**src/sv/rnt_pkg.sv**
```systemverilog
package rnt_pkg;

  // Table geometry.
  localparam int ENTRIES = 5;
  localparam int IDX_W   = (ENTRIES > 1) ? $clog2(ENTRIES) : 1;

  // Field widths.
  localparam int OP_W   = 2;
  localparam int KEY_W  = 64;
  localparam int RSSI_W = 8;
  localparam int SLOT_W = 3;

  // Strength floor in dBm; also the strength of a freshly taken entry.
  localparam logic signed [RSSI_W-1:0] FLOOR_DBM = -8'sd100;

  // Request opcodes.
  localparam logic [OP_W-1:0] OP_SCAN_START = 2'd0;
  localparam logic [OP_W-1:0] OP_REPORT     = 2'd1;
  localparam logic [OP_W-1:0] OP_SCAN_END   = 2'd2;

  typedef struct packed {
    logic [OP_W-1:0]          opcode;
    logic [KEY_W-1:0]         ap_key;
    logic signed [RSSI_W-1:0] ap_rssi;
  } req_t;

  typedef struct packed {
    logic [SLOT_W-1:0]        slot;
    logic signed [RSSI_W-1:0] rssi_average;
    logic                     is_new;
  } rsp_t;

endpackage

```
**src/sv/rnt_third.sv**
```systemverilog
module rnt_third import rnt_pkg::*; (
  input  logic signed [RSSI_W-1:0] str_i,
  input  logic signed [RSSI_W-1:0] addend_i,
  output logic signed [RSSI_W-1:0] avg_o
);

  // Computes round((2*str + addend) / 3) with ties impossible.
  // The magnitude plus one is divided by 3 through a multiply by 171/512,
  // which is exact for every magnitude this unit can see (at most 385).
  logic signed [RSSI_W+1:0] sum;
  logic                     neg;
  logic [RSSI_W:0]          mag;
  logic [RSSI_W:0]          mag_p1;
  logic [2*RSSI_W:0]        prod;
  logic [RSSI_W-1:0]        quo;

  always_comb begin
    sum    = ({str_i[RSSI_W-1], str_i, 1'b0})
           + {{2{addend_i[RSSI_W-1]}}, addend_i};
    neg    = sum[RSSI_W+1];
    mag    = neg ? (RSSI_W+1)'(-sum) : sum[RSSI_W:0];
    mag_p1 = mag + (RSSI_W+1)'(1);
    prod   = (2*RSSI_W+1)'(mag_p1) * (2*RSSI_W+1)'(171);
    quo    = prod[2*RSSI_W:RSSI_W+1];
    avg_o  = neg ? $signed(-quo) : $signed(quo);
  end

endmodule

```
**src/sv/rssi_neighbor_table.sv**
```systemverilog
// Channel | Direction | Handshake               | Payload
// in      | request   | in_valid_i / in_stall_o | in_req_i  (opcode, ap_key, ap_rssi)
// out     | result    | out_valid_o / out_stall_i | out_rsp_o (slot, rssi_average, is_new)
//
// A sequencer handles one request at a time, one entry per cycle, through one shared
// divide-by-three unit. After acceptance a scan start or end walks every entry, and a
// report searches up to a match or the last entry and then takes an update step;
// unused opcodes and zero keys end at acceptance. Reset empties the table at once:
// keys zero, strengths -100, flags clear. The update step holds while the output
// register is full and stalled; the input stalls meanwhile.
module rssi_neighbor_table import rnt_pkg::*; (
  input  logic clk_i,
  input  logic rst_ni,
  input  logic in_valid_i,
  output logic in_stall_o,
  input  req_t in_req_i,
  output logic out_valid_o,
  input  logic out_stall_i,
  output rsp_t out_rsp_o
);

  // Sequencer states.
  localparam logic [2:0] ST_IDLE   = 3'd0;
  localparam logic [2:0] ST_CLEAR  = 3'd1;
  localparam logic [2:0] ST_DECAY  = 3'd2;
  localparam logic [2:0] ST_SEARCH = 3'd3;
  localparam logic [2:0] ST_UPDATE = 3'd4;

  localparam logic [IDX_W-1:0] LAST_IDX = IDX_W'(ENTRIES - 1);

  logic [2:0]               state_q, state_d;
  logic [IDX_W-1:0]         idx_q, idx_d;
  req_t                     req_q, req_d;
  logic                     hit_q, hit_d;
  logic [IDX_W-1:0]         weak_q, weak_d;
  logic signed [RSSI_W-1:0] weak_str_q, weak_str_d;
  logic                     out_valid_q, out_valid_d;
  rsp_t                     out_rsp_q, out_rsp_d;

  // The table itself.
  logic [KEY_W-1:0]         key_q [ENTRIES];
  logic [KEY_W-1:0]         key_d [ENTRIES];
  logic signed [RSSI_W-1:0] str_q [ENTRIES];
  logic signed [RSSI_W-1:0] str_d [ENTRIES];
  logic [ENTRIES-1:0]       act_q, act_d;

  logic signed [RSSI_W-1:0] cur_str;
  logic [KEY_W-1:0]         cur_key;
  logic signed [RSSI_W-1:0] addend;
  logic signed [RSSI_W-1:0] avg;
  logic                     last;
  logic                     weaker;

  // The shared averaging unit always sees the entry under the walk index.
  // During decay the new sample is the floor, otherwise the reported strength.
  rnt_third u_third (
    .str_i    (cur_str),
    .addend_i (addend),
    .avg_o    (avg)
  );

  always_comb begin
    cur_str = str_q[idx_q];
    cur_key = key_q[idx_q];
    addend  = (state_q == ST_DECAY) ? FLOOR_DBM : req_q.ap_rssi;
    last    = (idx_q == LAST_IDX);
    weaker  = (cur_str < weak_str_q);

    state_d     = state_q;
    idx_d       = idx_q;
    req_d       = req_q;
    hit_d       = hit_q;
    weak_d      = weak_q;
    weak_str_d  = weak_str_q;
    out_valid_d = out_valid_q;
    out_rsp_d   = out_rsp_q;
    key_d       = key_q;
    str_d       = str_q;
    act_d       = act_q;

    if (out_valid_q && !out_stall_i) begin
      out_valid_d = 1'b0;
    end

    unique case (state_q)
      ST_IDLE: begin
        if (in_valid_i) begin
          req_d      = in_req_i;
          idx_d      = '0;
          weak_d     = '0;
          weak_str_d = 8'sd127;
          if (in_req_i.opcode == OP_SCAN_START) begin
            state_d = ST_CLEAR;
          end else if (in_req_i.opcode == OP_SCAN_END) begin
            state_d = ST_DECAY;
          end else if (in_req_i.opcode == OP_REPORT && in_req_i.ap_key != '0) begin
            state_d = ST_SEARCH;
          end
        end
      end
      ST_CLEAR: begin
        act_d[idx_q] = 1'b0;
        if (last) begin
          state_d = ST_IDLE;
        end else begin
          idx_d = idx_q + IDX_W'(1);
        end
      end
      ST_DECAY: begin
        // Only inactive entries strictly above the floor fade toward it.
        if (!act_q[idx_q] && cur_str > FLOOR_DBM) begin
          str_d[idx_q] = avg;
        end
        if (last) begin
          state_d = ST_IDLE;
        end else begin
          idx_d = idx_q + IDX_W'(1);
        end
      end
      ST_SEARCH: begin
        if (cur_key == req_q.ap_key) begin
          hit_d   = 1'b1;
          state_d = ST_UPDATE;
        end else begin
          // Strict compare keeps the first minimum.
          if (weaker) begin
            weak_d     = idx_q;
            weak_str_d = cur_str;
          end
          if (last) begin
            hit_d   = 1'b0;
            idx_d   = weaker ? idx_q : weak_q;
            state_d = ST_UPDATE;
          end else begin
            idx_d = idx_q + IDX_W'(1);
          end
        end
      end
      ST_UPDATE: begin
        if (!out_valid_q || !out_stall_i) begin
          act_d[idx_q]     = 1'b1;
          out_valid_d      = 1'b1;
          out_rsp_d.slot   = SLOT_W'(idx_q);
          out_rsp_d.is_new = !hit_q;
          if (hit_q) begin
            str_d[idx_q]           = avg;
            out_rsp_d.rssi_average = avg;
          end else begin
            key_d[idx_q]           = req_q.ap_key;
            str_d[idx_q]           = FLOOR_DBM;
            out_rsp_d.rssi_average = FLOOR_DBM;
          end
          state_d = ST_IDLE;
        end
      end
      default: begin
        state_d = ST_IDLE;
      end
    endcase
  end

  always_ff @(posedge clk_i or negedge rst_ni) begin
    if (!rst_ni) begin
      state_q     <= ST_IDLE;
      idx_q       <= '0;
      hit_q       <= 1'b0;
      weak_q      <= '0;
      out_valid_q <= 1'b0;
      act_q       <= '0;
      for (int i = 0; i < ENTRIES; i++) begin
        key_q[i] <= '0;
        str_q[i] <= FLOOR_DBM;
      end
    end else begin
      state_q     <= state_d;
      idx_q       <= idx_d;
      hit_q       <= hit_d;
      weak_q      <= weak_d;
      out_valid_q <= out_valid_d;
      act_q       <= act_d;
      key_q       <= key_d;
      str_q       <= str_d;
    end
  end

  // Payload registers carry no reset.
  always_ff @(posedge clk_i) begin
    req_q      <= req_d;
    weak_str_q <= weak_str_d;
    out_rsp_q  <= out_rsp_d;
  end

  assign in_stall_o  = (state_q != ST_IDLE);
  assign out_valid_o = out_valid_q;
  assign out_rsp_o   = out_rsp_q;

endmodule

```
**config.mk**
```make
export PLATFORM = sky130hd
export DESIGN_NAME = rssi_neighbor_table
export DESIGN_NICKNAME = d
export VERILOG_FILES = /design/src/sv/rnt_pkg.sv /design/src/sv/rnt_third.sv /design/src/sv/rssi_neighbor_table.sv
export SDC_FILE = /design/constraint.sdc
export NUM_CORES = 1
export LEC_CHECK = 0
export BUFFER_PORTS_ARGS = -buffer_cell sky130_fd_sc_hd__buf_2
export CORE_MARGIN = 2
export CORE_UTILIZATION = 55
export DETAILED_ROUTE_END_ITERATION = 8
export GPL_TIMING_DRIVEN = 0
export PLACE_DENSITY = 0.72
export SYNTH_ARGS = -nofsm -noshare
export SYNTH_HDL_FRONTEND = slang
export SYNTH_SLANG_ARGS = --single-unit
```
**constraint.sdc**
```tcl
create_clock -name clk_i -period 7.9 [get_ports clk_i]
set_input_delay 0.79 -clock clk_i [delete_from_list [all_inputs] [get_ports clk_i]]
set_output_delay 0.79 -clock clk_i [all_outputs]
set_load 0.03 [all_outputs]
```
==> results of run 1 <==
==> stage by stage <==
step	TNS [ns]	worst slack [ns]
floorplan	0	0.000935
global route	-5.78	-0.289
CTS	0	0.00208
global placement	-462.96	-1.65
finish	-0.0939	-0.0334
detailed placement	-68.65	-1.78
==> layer usage <==
metal,routed length [um],vias to the layer above,GRT usage
li1,-,7631,-
met1,29600,8992,0.426
met2,33300,785,0.494
met3,6050,192,0.0705
met4,3660,0,0.171
met5,0,-,0
==> kinds of logic (layout without fill, tap and decap cells) <==
kind of cell | Yosys count | in the layout | share of synthesized area
compound gates | 341 | 341 | 0.0976
xor+xnor | 71 | 71 | 0.0264
fa+ha+maj | 80 | 80 | 0.0466
buf+inv | 187 | 432 | 0.0379
flops | 468 | 468 | 0.507
mux | 410 | 410 | 0.192
other cells | 0 | 3 | 0
simple gates | 393 | 393 | 0.0923
==> repair_timing <==
| item | CTS | global route |
|---|---|---|
| endpoints found under the setup margin | 48 | 42 |
| setup buffers | 26 | 41 |
| pin swaps | 26 | 39 |
| resized for setup | 111 | 63 |
==> path summary, 6_finish.rpt <==
check / start / end / slack [ns]
worst max-delay path: idx_q[1]$_DFFE_PN0P_ / str_q[39]$_DFFE_PN1P_ / -0.03
worst min-delay path: rst_ni / key_q[56]$_DFFE_PN0P_ / 0.24
worst max register to register: idx_q[1]$_DFFE_PN0P_ / str_q[39]$_DFFE_PN1P_ / -0.03
worst min register to register: idx_q[2]$_DFFE_PN0P_ / out_rsp_o[11]$_DFFE_PP_ / 0.48
max in group asynchronous: rst_ni / str_q[2]$_DFFE_PN1P_ / 5.85
min in group clk_i: in_req_i[2] / req_q[2]$_DFFE_PP_ / 0.37
==> worst max-delay path: cells and delay by family (launching register included) <==
family                   cells  cell delay (ns)
buffers and inverters        7             0.79
adder cells (fa/ha/maj)      8             2.69
flip-flops                   1             0.43
AO/OA/AOI/OAI               13             2.55
AND/OR/NAND/NOR              4             0.40
XOR/XNOR                     2             0.64
multiplexers                 1             0.35
==> flip-flops by register name, indices dropped and copies added, names as in the netlist, named ones only <==
signal	cells
hit_q	1
str_q	40
state_q	3
req_q	72
out_rsp_o	12
idx_q	3
weak_q	3
out_valid_o	1
key_q	320
weak_str_q	8
==> synth_stat cells (7+ instances only) <==
| master | number | area [um2] |
|---|---|---|
| dfrtp_1 | 356 | 8910 |
| mux2_2 | 334 | 3760 |
| nand2_1 | 109 | 409 |
| edfxtp_1 | 92 | 2760 |
| o21ai_0 | 75 | 375 |
| inv_1 | 74 | 278 |
| a21oi_1 | 65 | 325 |
| ha_1 | 64 | 801 |
| mux2i_1 | 64 | 641 |
| nor2_1 | 59 | 221 |
| clkbuf_1 | 53 | 199 |
| xnor2_1 | 39 | 342 |
| a22oi_1 | 31 | 233 |
| xor2_1 | 31 | 272 |
| nand3b_1 | 29 | 218 |
| buf_2 | 28 | 140 |
| nor2b_1 | 23 | 144 |
| nor4_1 | 22 | 138 |
| dfstp_2 | 20 | 526 |
| nand3_1 | 19 | 95.1 |
| o221ai_1 | 19 | 166 |
| o22ai_1 | 17 | 106 |
| buf_6 | 16 | 180 |
| fa_1 | 16 | 320 |
| and3_1 | 14 | 87.6 |
| and3b_1 | 14 | 123 |
| or3_1 | 13 | 81.3 |
| a21o_1 | 12 | 90.1 |
| nand2b_1 | 12 | 75.1 |
| a32oi_1 | 11 | 96.3 |
| and2_1 | 11 | 68.8 |
| nand4_1 | 11 | 68.8 |
| a211o_1 | 9 | 78.8 |
| buf_4 | 9 | 67.6 |
| o211ai_1 | 9 | 67.6 |
| o31ai_1 | 9 | 67.6 |
| a221o_1 | 8 | 80.1 |
| a31oi_1 | 8 | 50.1 |
| mux4_2 | 8 | 180 |
| nor3_1 | 8 | 40.0 |
| or2_2 | 8 | 50.1 |
| nand4bb_1 | 7 | 78.8 |
==> area by class of cell <==
type                    instances  area, um2  area share
repair buffers                163       1100      0.0389
inverters                      76        292      0.0103
plain buffers                 101        801      0.0283
multi-input cells            1295      11500       0.407
clock buffers                  70       1470      0.0518
well taps                     585        732      0.0258
diodes                          3       7.51    0.000265
clock inverters                22        205     0.00724
flip-flops and latches        468      12200       0.430
==> results by group, run 1 <==
Timing
  • Setup ws final: -0.0334 ns
  • Finish-stage setup viols: 8
  • Worst Hold Slack: around 0.24 ns
  • Slew Viols, Final: 0
  • Worst Skew: 0.0186 ns
  • RSZ-0062 raised after global routing: yes
  • Fin crit share: 1.00
  • Final hold vios: 0
  • Fin crit period: 7.93 ns
  • Slew HR: 0.0346
  • Slew @ Worst Pin: 1.45 ns
  • FMAX: ~0.13 GHz

Clock network
  • CTS buffer count: 49
  • Clk root buf: clkbuf_16
  • CTS tree: built
  • Number of H-tree levels: 2
  • CTS clock-pin slew for the worst setup and hold paths: 0.06 ns
  • Hold Buf Count CTS: 0
  • Clock Path Buffers: 3
  • CTS Sinks: 468
  • Worst-Skew Late Latency: roughly 0.61 ns

Routing
  • Post-route ant nets: 0
  • First drt pass iteration count: 5
  • First DRT Iteration DRCs: about 1.6k
  • Final WL: about 73000 um
  • Via count: approximately 18k
  • Post-route DRC: 0
  • Wire per inst: about 26 um
  • Via/cell ratio: about 6.3

Setup path
  • Crit Path Class: reg -> reg
  • Crit path DAT: 8.45 ns
  • Critical path peak fanout: 10
  • Worst R2R Path Depth: 35
  • Worst path slowest cell: fa_1
  • Crit path largest cell delay: 0.53 ns
  • Required time worst endpoint: roughly 8.4 ns
  • Critical Path End Type: flop
  • CP startpoint kind: flop

Placed design
  • Gpl congestion: slightly above 0.9
  • Area of placed instances: between 20000 and 30000 um2
  • Port Buffers: between 90 and 100
  • Hpwl dp: between 40000 and 50000 um
  • Placed cells: around 2.6k

Run status
  • Outcome: finished, violations left
  • Failing checks: negative setup slack

Global route
  • GR Overflow Total: 0
  • First-pass GRT wire length: around 110000 um
  • Largest net degree at the start of global routing: around 120
  • Number of global-route vias before repair: roughly 17k
  • GRT Total Usage: 0.320
  • Antenna violations before repair: 2

Logic synthesis
  • Ys Warns: 0
  • Mapped Nets: about 2.1k
  • Synthesized area per cell: roughly 12 um2
  • Synth Instances: 1950
  • Ys async rst share: 0.803
  • Yosys cell types: between 90 and 100
  • Yosys reg bits: between 400 and 500
  • Synthesized cell area: around 24000 um2
  • Number of enable flip-flop cells after synthesis: between 90 and 100
  • Ys flop type: dfrtp_1
  • Register area share after synthesis: 0.507

Die
  • Core area: approximately 43000 um2
  • Top Ports: around 90
  • Starting Density: 0.558
  • Die footprint: between 40000 and 50000 um2
  • Row cnt: 76
  • Die extent in x: roughly 210 um
  • Die height: around 210 um

Run
  • Max-cap violations: 0

Cells and area
  • Post-route cell area: 28300 um2
  • Layout cells sized above 1: 0.350
  • Post-route insts no fill: around 2.8k
  • Final core occ: 0.657
  • P&R area growth vs syn: 17.8%
  • # nets final: between 2k and 2.5k
  • Most frequent cells in the layout: 354 x dfrtp_1, 334 x mux2_2, 107 x buf_2
  • Most common cell after layout, fill and taps aside: dfrtp_1
  • Filler cell count: about 3.2k

Worst hold path
  • Min-delay worst type: in -> async
Power of run 1 is not shown: default switching activity piles up to over one toggle a cycle in this logic, so the estimate is an artifact.
==> run 2: changes to the inputs <==
Settings changed: PLACE_DENSITY 0.72 to 0.78.
==> results by group, run 2 (synthesized netlist as in run 1, its figures left out) <==
Timing
  • Finish-stage setup viols: 17 (+9)
  • Fin crit share: 1.01 (+0.00553)
  • Slew Viols, Final: 0 (unchanged)
  • Setup ws final: -0.0771 ns (-0.0437 ns)
  • FMAX: 0.125 GHz (-0.55%)
  • Worst Skew: 0.0246 ns (+0.00604 ns)
  • Fin crit period: 7.98 ns (+0.0437 ns)
  • Slew @ Worst Pin: 1.27 ns (-0.174 ns)
  • RSZ-0062 raised after global routing: yes
  • Final hold vios: 0 (unchanged)
  • Slew HR: 0.149 (+0.115)

Global route
  • Met2 GRT Util: 0.499 (+0.00528)
  • Largest net degree at the start of global routing: 114 (-2.6%)
  • Gr busiest metal: met2
  • Met3 Track Usage GR: 0.0760 (+0.00559)
  • GR Overflow Total: 0 (unchanged)
  • Number of global-route vias before repair: 17.4k (+0.052%)
  • GRT Total Usage: 0.320 (about the same)
  • First-pass GRT wire length: 107000 um (+0.19%)
  • M1 GR Usage: 0.419 (-0.00657)
  • Antenna violations before repair: 2 (unchanged)

Clock network
  • Hold Buf Count CTS: 0 (unchanged)
  • CTS buffer count: 48 (-2.0%)
  • CTS clock-pin slew for the worst setup and hold paths: 0.06 ns (about the same)
  • Number of H-tree levels: 2 (unchanged)
  • CTS Sinks: 468 (unchanged)
  • CTS tree: built
  • Worst-Skew Late Latency: 0.61 ns (about the same)
  • Clock Path Buffers: 3 (unchanged)
  • Clk root buf: clkbuf_16

Die
  • Die height: 213 um (unchanged)
  • Core area: 43200 um2 (unchanged)
  • Row cnt: 76 (unchanged)
  • Die footprint: 45500 um2 (unchanged)
  • Top Ports: 92 (unchanged)
  • Die extent in x: 213 um (unchanged)
  • Starting Density: 0.558 (unchanged)

Cells and area
  • Number of flip-flops in the largest register: 320 (unchanged)
  • Most common cell after layout, fill and taps aside: dfrtp_1
  • Post-route cell area: 28100 um2 (-0.77%)
  • Most frequent cells in the layout: 354 x dfrtp_1, 334 x mux2_2, 107 x nand2_1
  • Post-route insts no fill: 2764 (-0.68%)
  • Ant. Diodes: 0 (-3)
  • Most flop-heavy register: key_q
  • Largest registers: key_q: 320 flops, req_q: 72 flops, str_q: 40 flops
  • P&R area growth vs syn: 16.9%
  • # nets final: 2298 (-0.61%)
  • Layout cells sized above 1: 0.342 (-0.00753)

Routing
  • Via/cell ratio: 6.42 (+1.6%)
  • Post-route ant nets: 0 (unchanged)
  • Post-route DRC: 0 (unchanged)
  • First DRT Iteration DRCs: 1778 (+7.9%)
  • Wire per inst: 26.4 um (+1.1%)
  • Final WL: 72900 um (+0.39%)
  • Via count: 17.8k (+0.86%)
  • First drt pass iteration count: 5 (unchanged)

Setup path
  • R2r setup slk: -0.08 ns (-0.04 ns)
  • R2r endpoint: out_rsp_o[8]$_SDFFCE_PN1P_
  • Critical Path End Type: flop
  • RR Startpoint: idx_q[0]$_DFFE_PN0P_
  • Critical path startpoint: idx_q[0]$_DFFE_PN0P_
  • Worst R2R Path Depth: 35 (unchanged)
  • Worst path slowest cell: mux4_2
  • Crit Path Class: reg -> reg
  • Critical path peak fanout: 6 (-4)
  • Crit path DAT: 8.31 ns (-0.14 ns)
  • Most frequent CP cell: inv_2
  • CP startpoint kind: flop
  • Crit path largest cell delay: 0.53 ns (about the same)
  • Required time worst endpoint: 8.23 ns (-0.19 ns)

Placed design
  • Port Buffers: 91 (unchanged)
  • Placed cells: 2630 (-0.038%)
  • Gpl congestion: 0.962 (+3.2%)
  • Hpwl dp: 49300 um (-0.23%)
  • Area of placed instances: 25400 um2 (about the same)

Run status
  • Outcome: finished, violations left
  • Failing checks: negative setup slack

Run
  • Max-cap violations: 0 (unchanged)

Worst hold path
  • Min-delay worst type: in -> async
==> run 2: cell count changes in the layout (fill, tap and decap cells not counted), sizes merged <==
cell      change
buf          -15
bufinv        +1
clkbuf        -4
clkinv        +4
diode         -3
clkinvlp      -2
==> run 2: how the worst max path moves through the flow <==
stage,endpoint,slack (ns),cells after the start
2_1_floorplan,out_rsp_o[8]$_SDFFCE_PN1P_,0.0009,34
3_3_place_gp,out_rsp_o[7]$_SDFFCE_PN0P_,-1.51,35
3_5_place_dp,str_q[21]$_DFFE_PN0P_,-1.62,36
4_1_cts,out_rsp_o[7]$_SDFFCE_PN0P_,0.02,34
5_1_grt,out_rsp_o[8]$_SDFFCE_PN1P_,-0.31,36
6_report,out_rsp_o[8]$_SDFFCE_PN1P_,-0.08,35
==> run 2: layout make-up <==
cell class | count | area (um2)
multi-input combinational | 1295 | 11500
inverter | 76 | 292
fill | 3155 | 15000
clock inverter | 25 | 224
tap | 585 | 732
timing repair buffer | 151 | 1010
clock buffer | 64 | 1340
sequential | 468 | 12200
buffer | 100 | 786
==> run 2: worst max-delay path, delay by kind of cell, from the launching register on <==
kind	cells	cell delay, ns
AO/OA/AOI/OAI	13	2.55
XOR/XNOR	2	0.58
adder cells (fa/ha/maj)	6	1.93
buffers and inverters	9	0.90
flip-flops	1	0.43
multiplexers	2	0.79
AND/OR/NAND/NOR	3	0.49
==> run 2: repair_timing <==
| item | in CTS | in global routing |
|---|---|---|
| pin swaps | 24 | 47 |
| gates resized for setup | 111 | 63 |
| buffers inserted | 26 | 30 |
| endpoints found under the setup margin | 48 | 42 |
==> run 2: layer usage <==
layer,up-vias,part of all wire
met1,9023,0.39
met4,2,0.053
met2,941,0.46
li1,7584,-
met5,-,0.00012
met3,202,0.095
==> run 2: stage by stage <==
step | hold slack, ns | worst slack (ns) | utilization | TNS, ns
6_report | 0.269 | -0.0771 | 0.651 | -0.637
3_5_place_dp | 0.454 | -1.62 | 0.589 | -61.04
4_1_cts | 0.302 | 0.0209 | 0.640 | 0
3_3_place_gp | 0.431 | -1.51 | 0.586 | -418.78
2_1_floorplan | 0.426 | 0.000935 | - | 0
5_1_grt | 0.343 | -0.307 | 0.651 | -6.04
Power of run 2 is left out for the same reason.
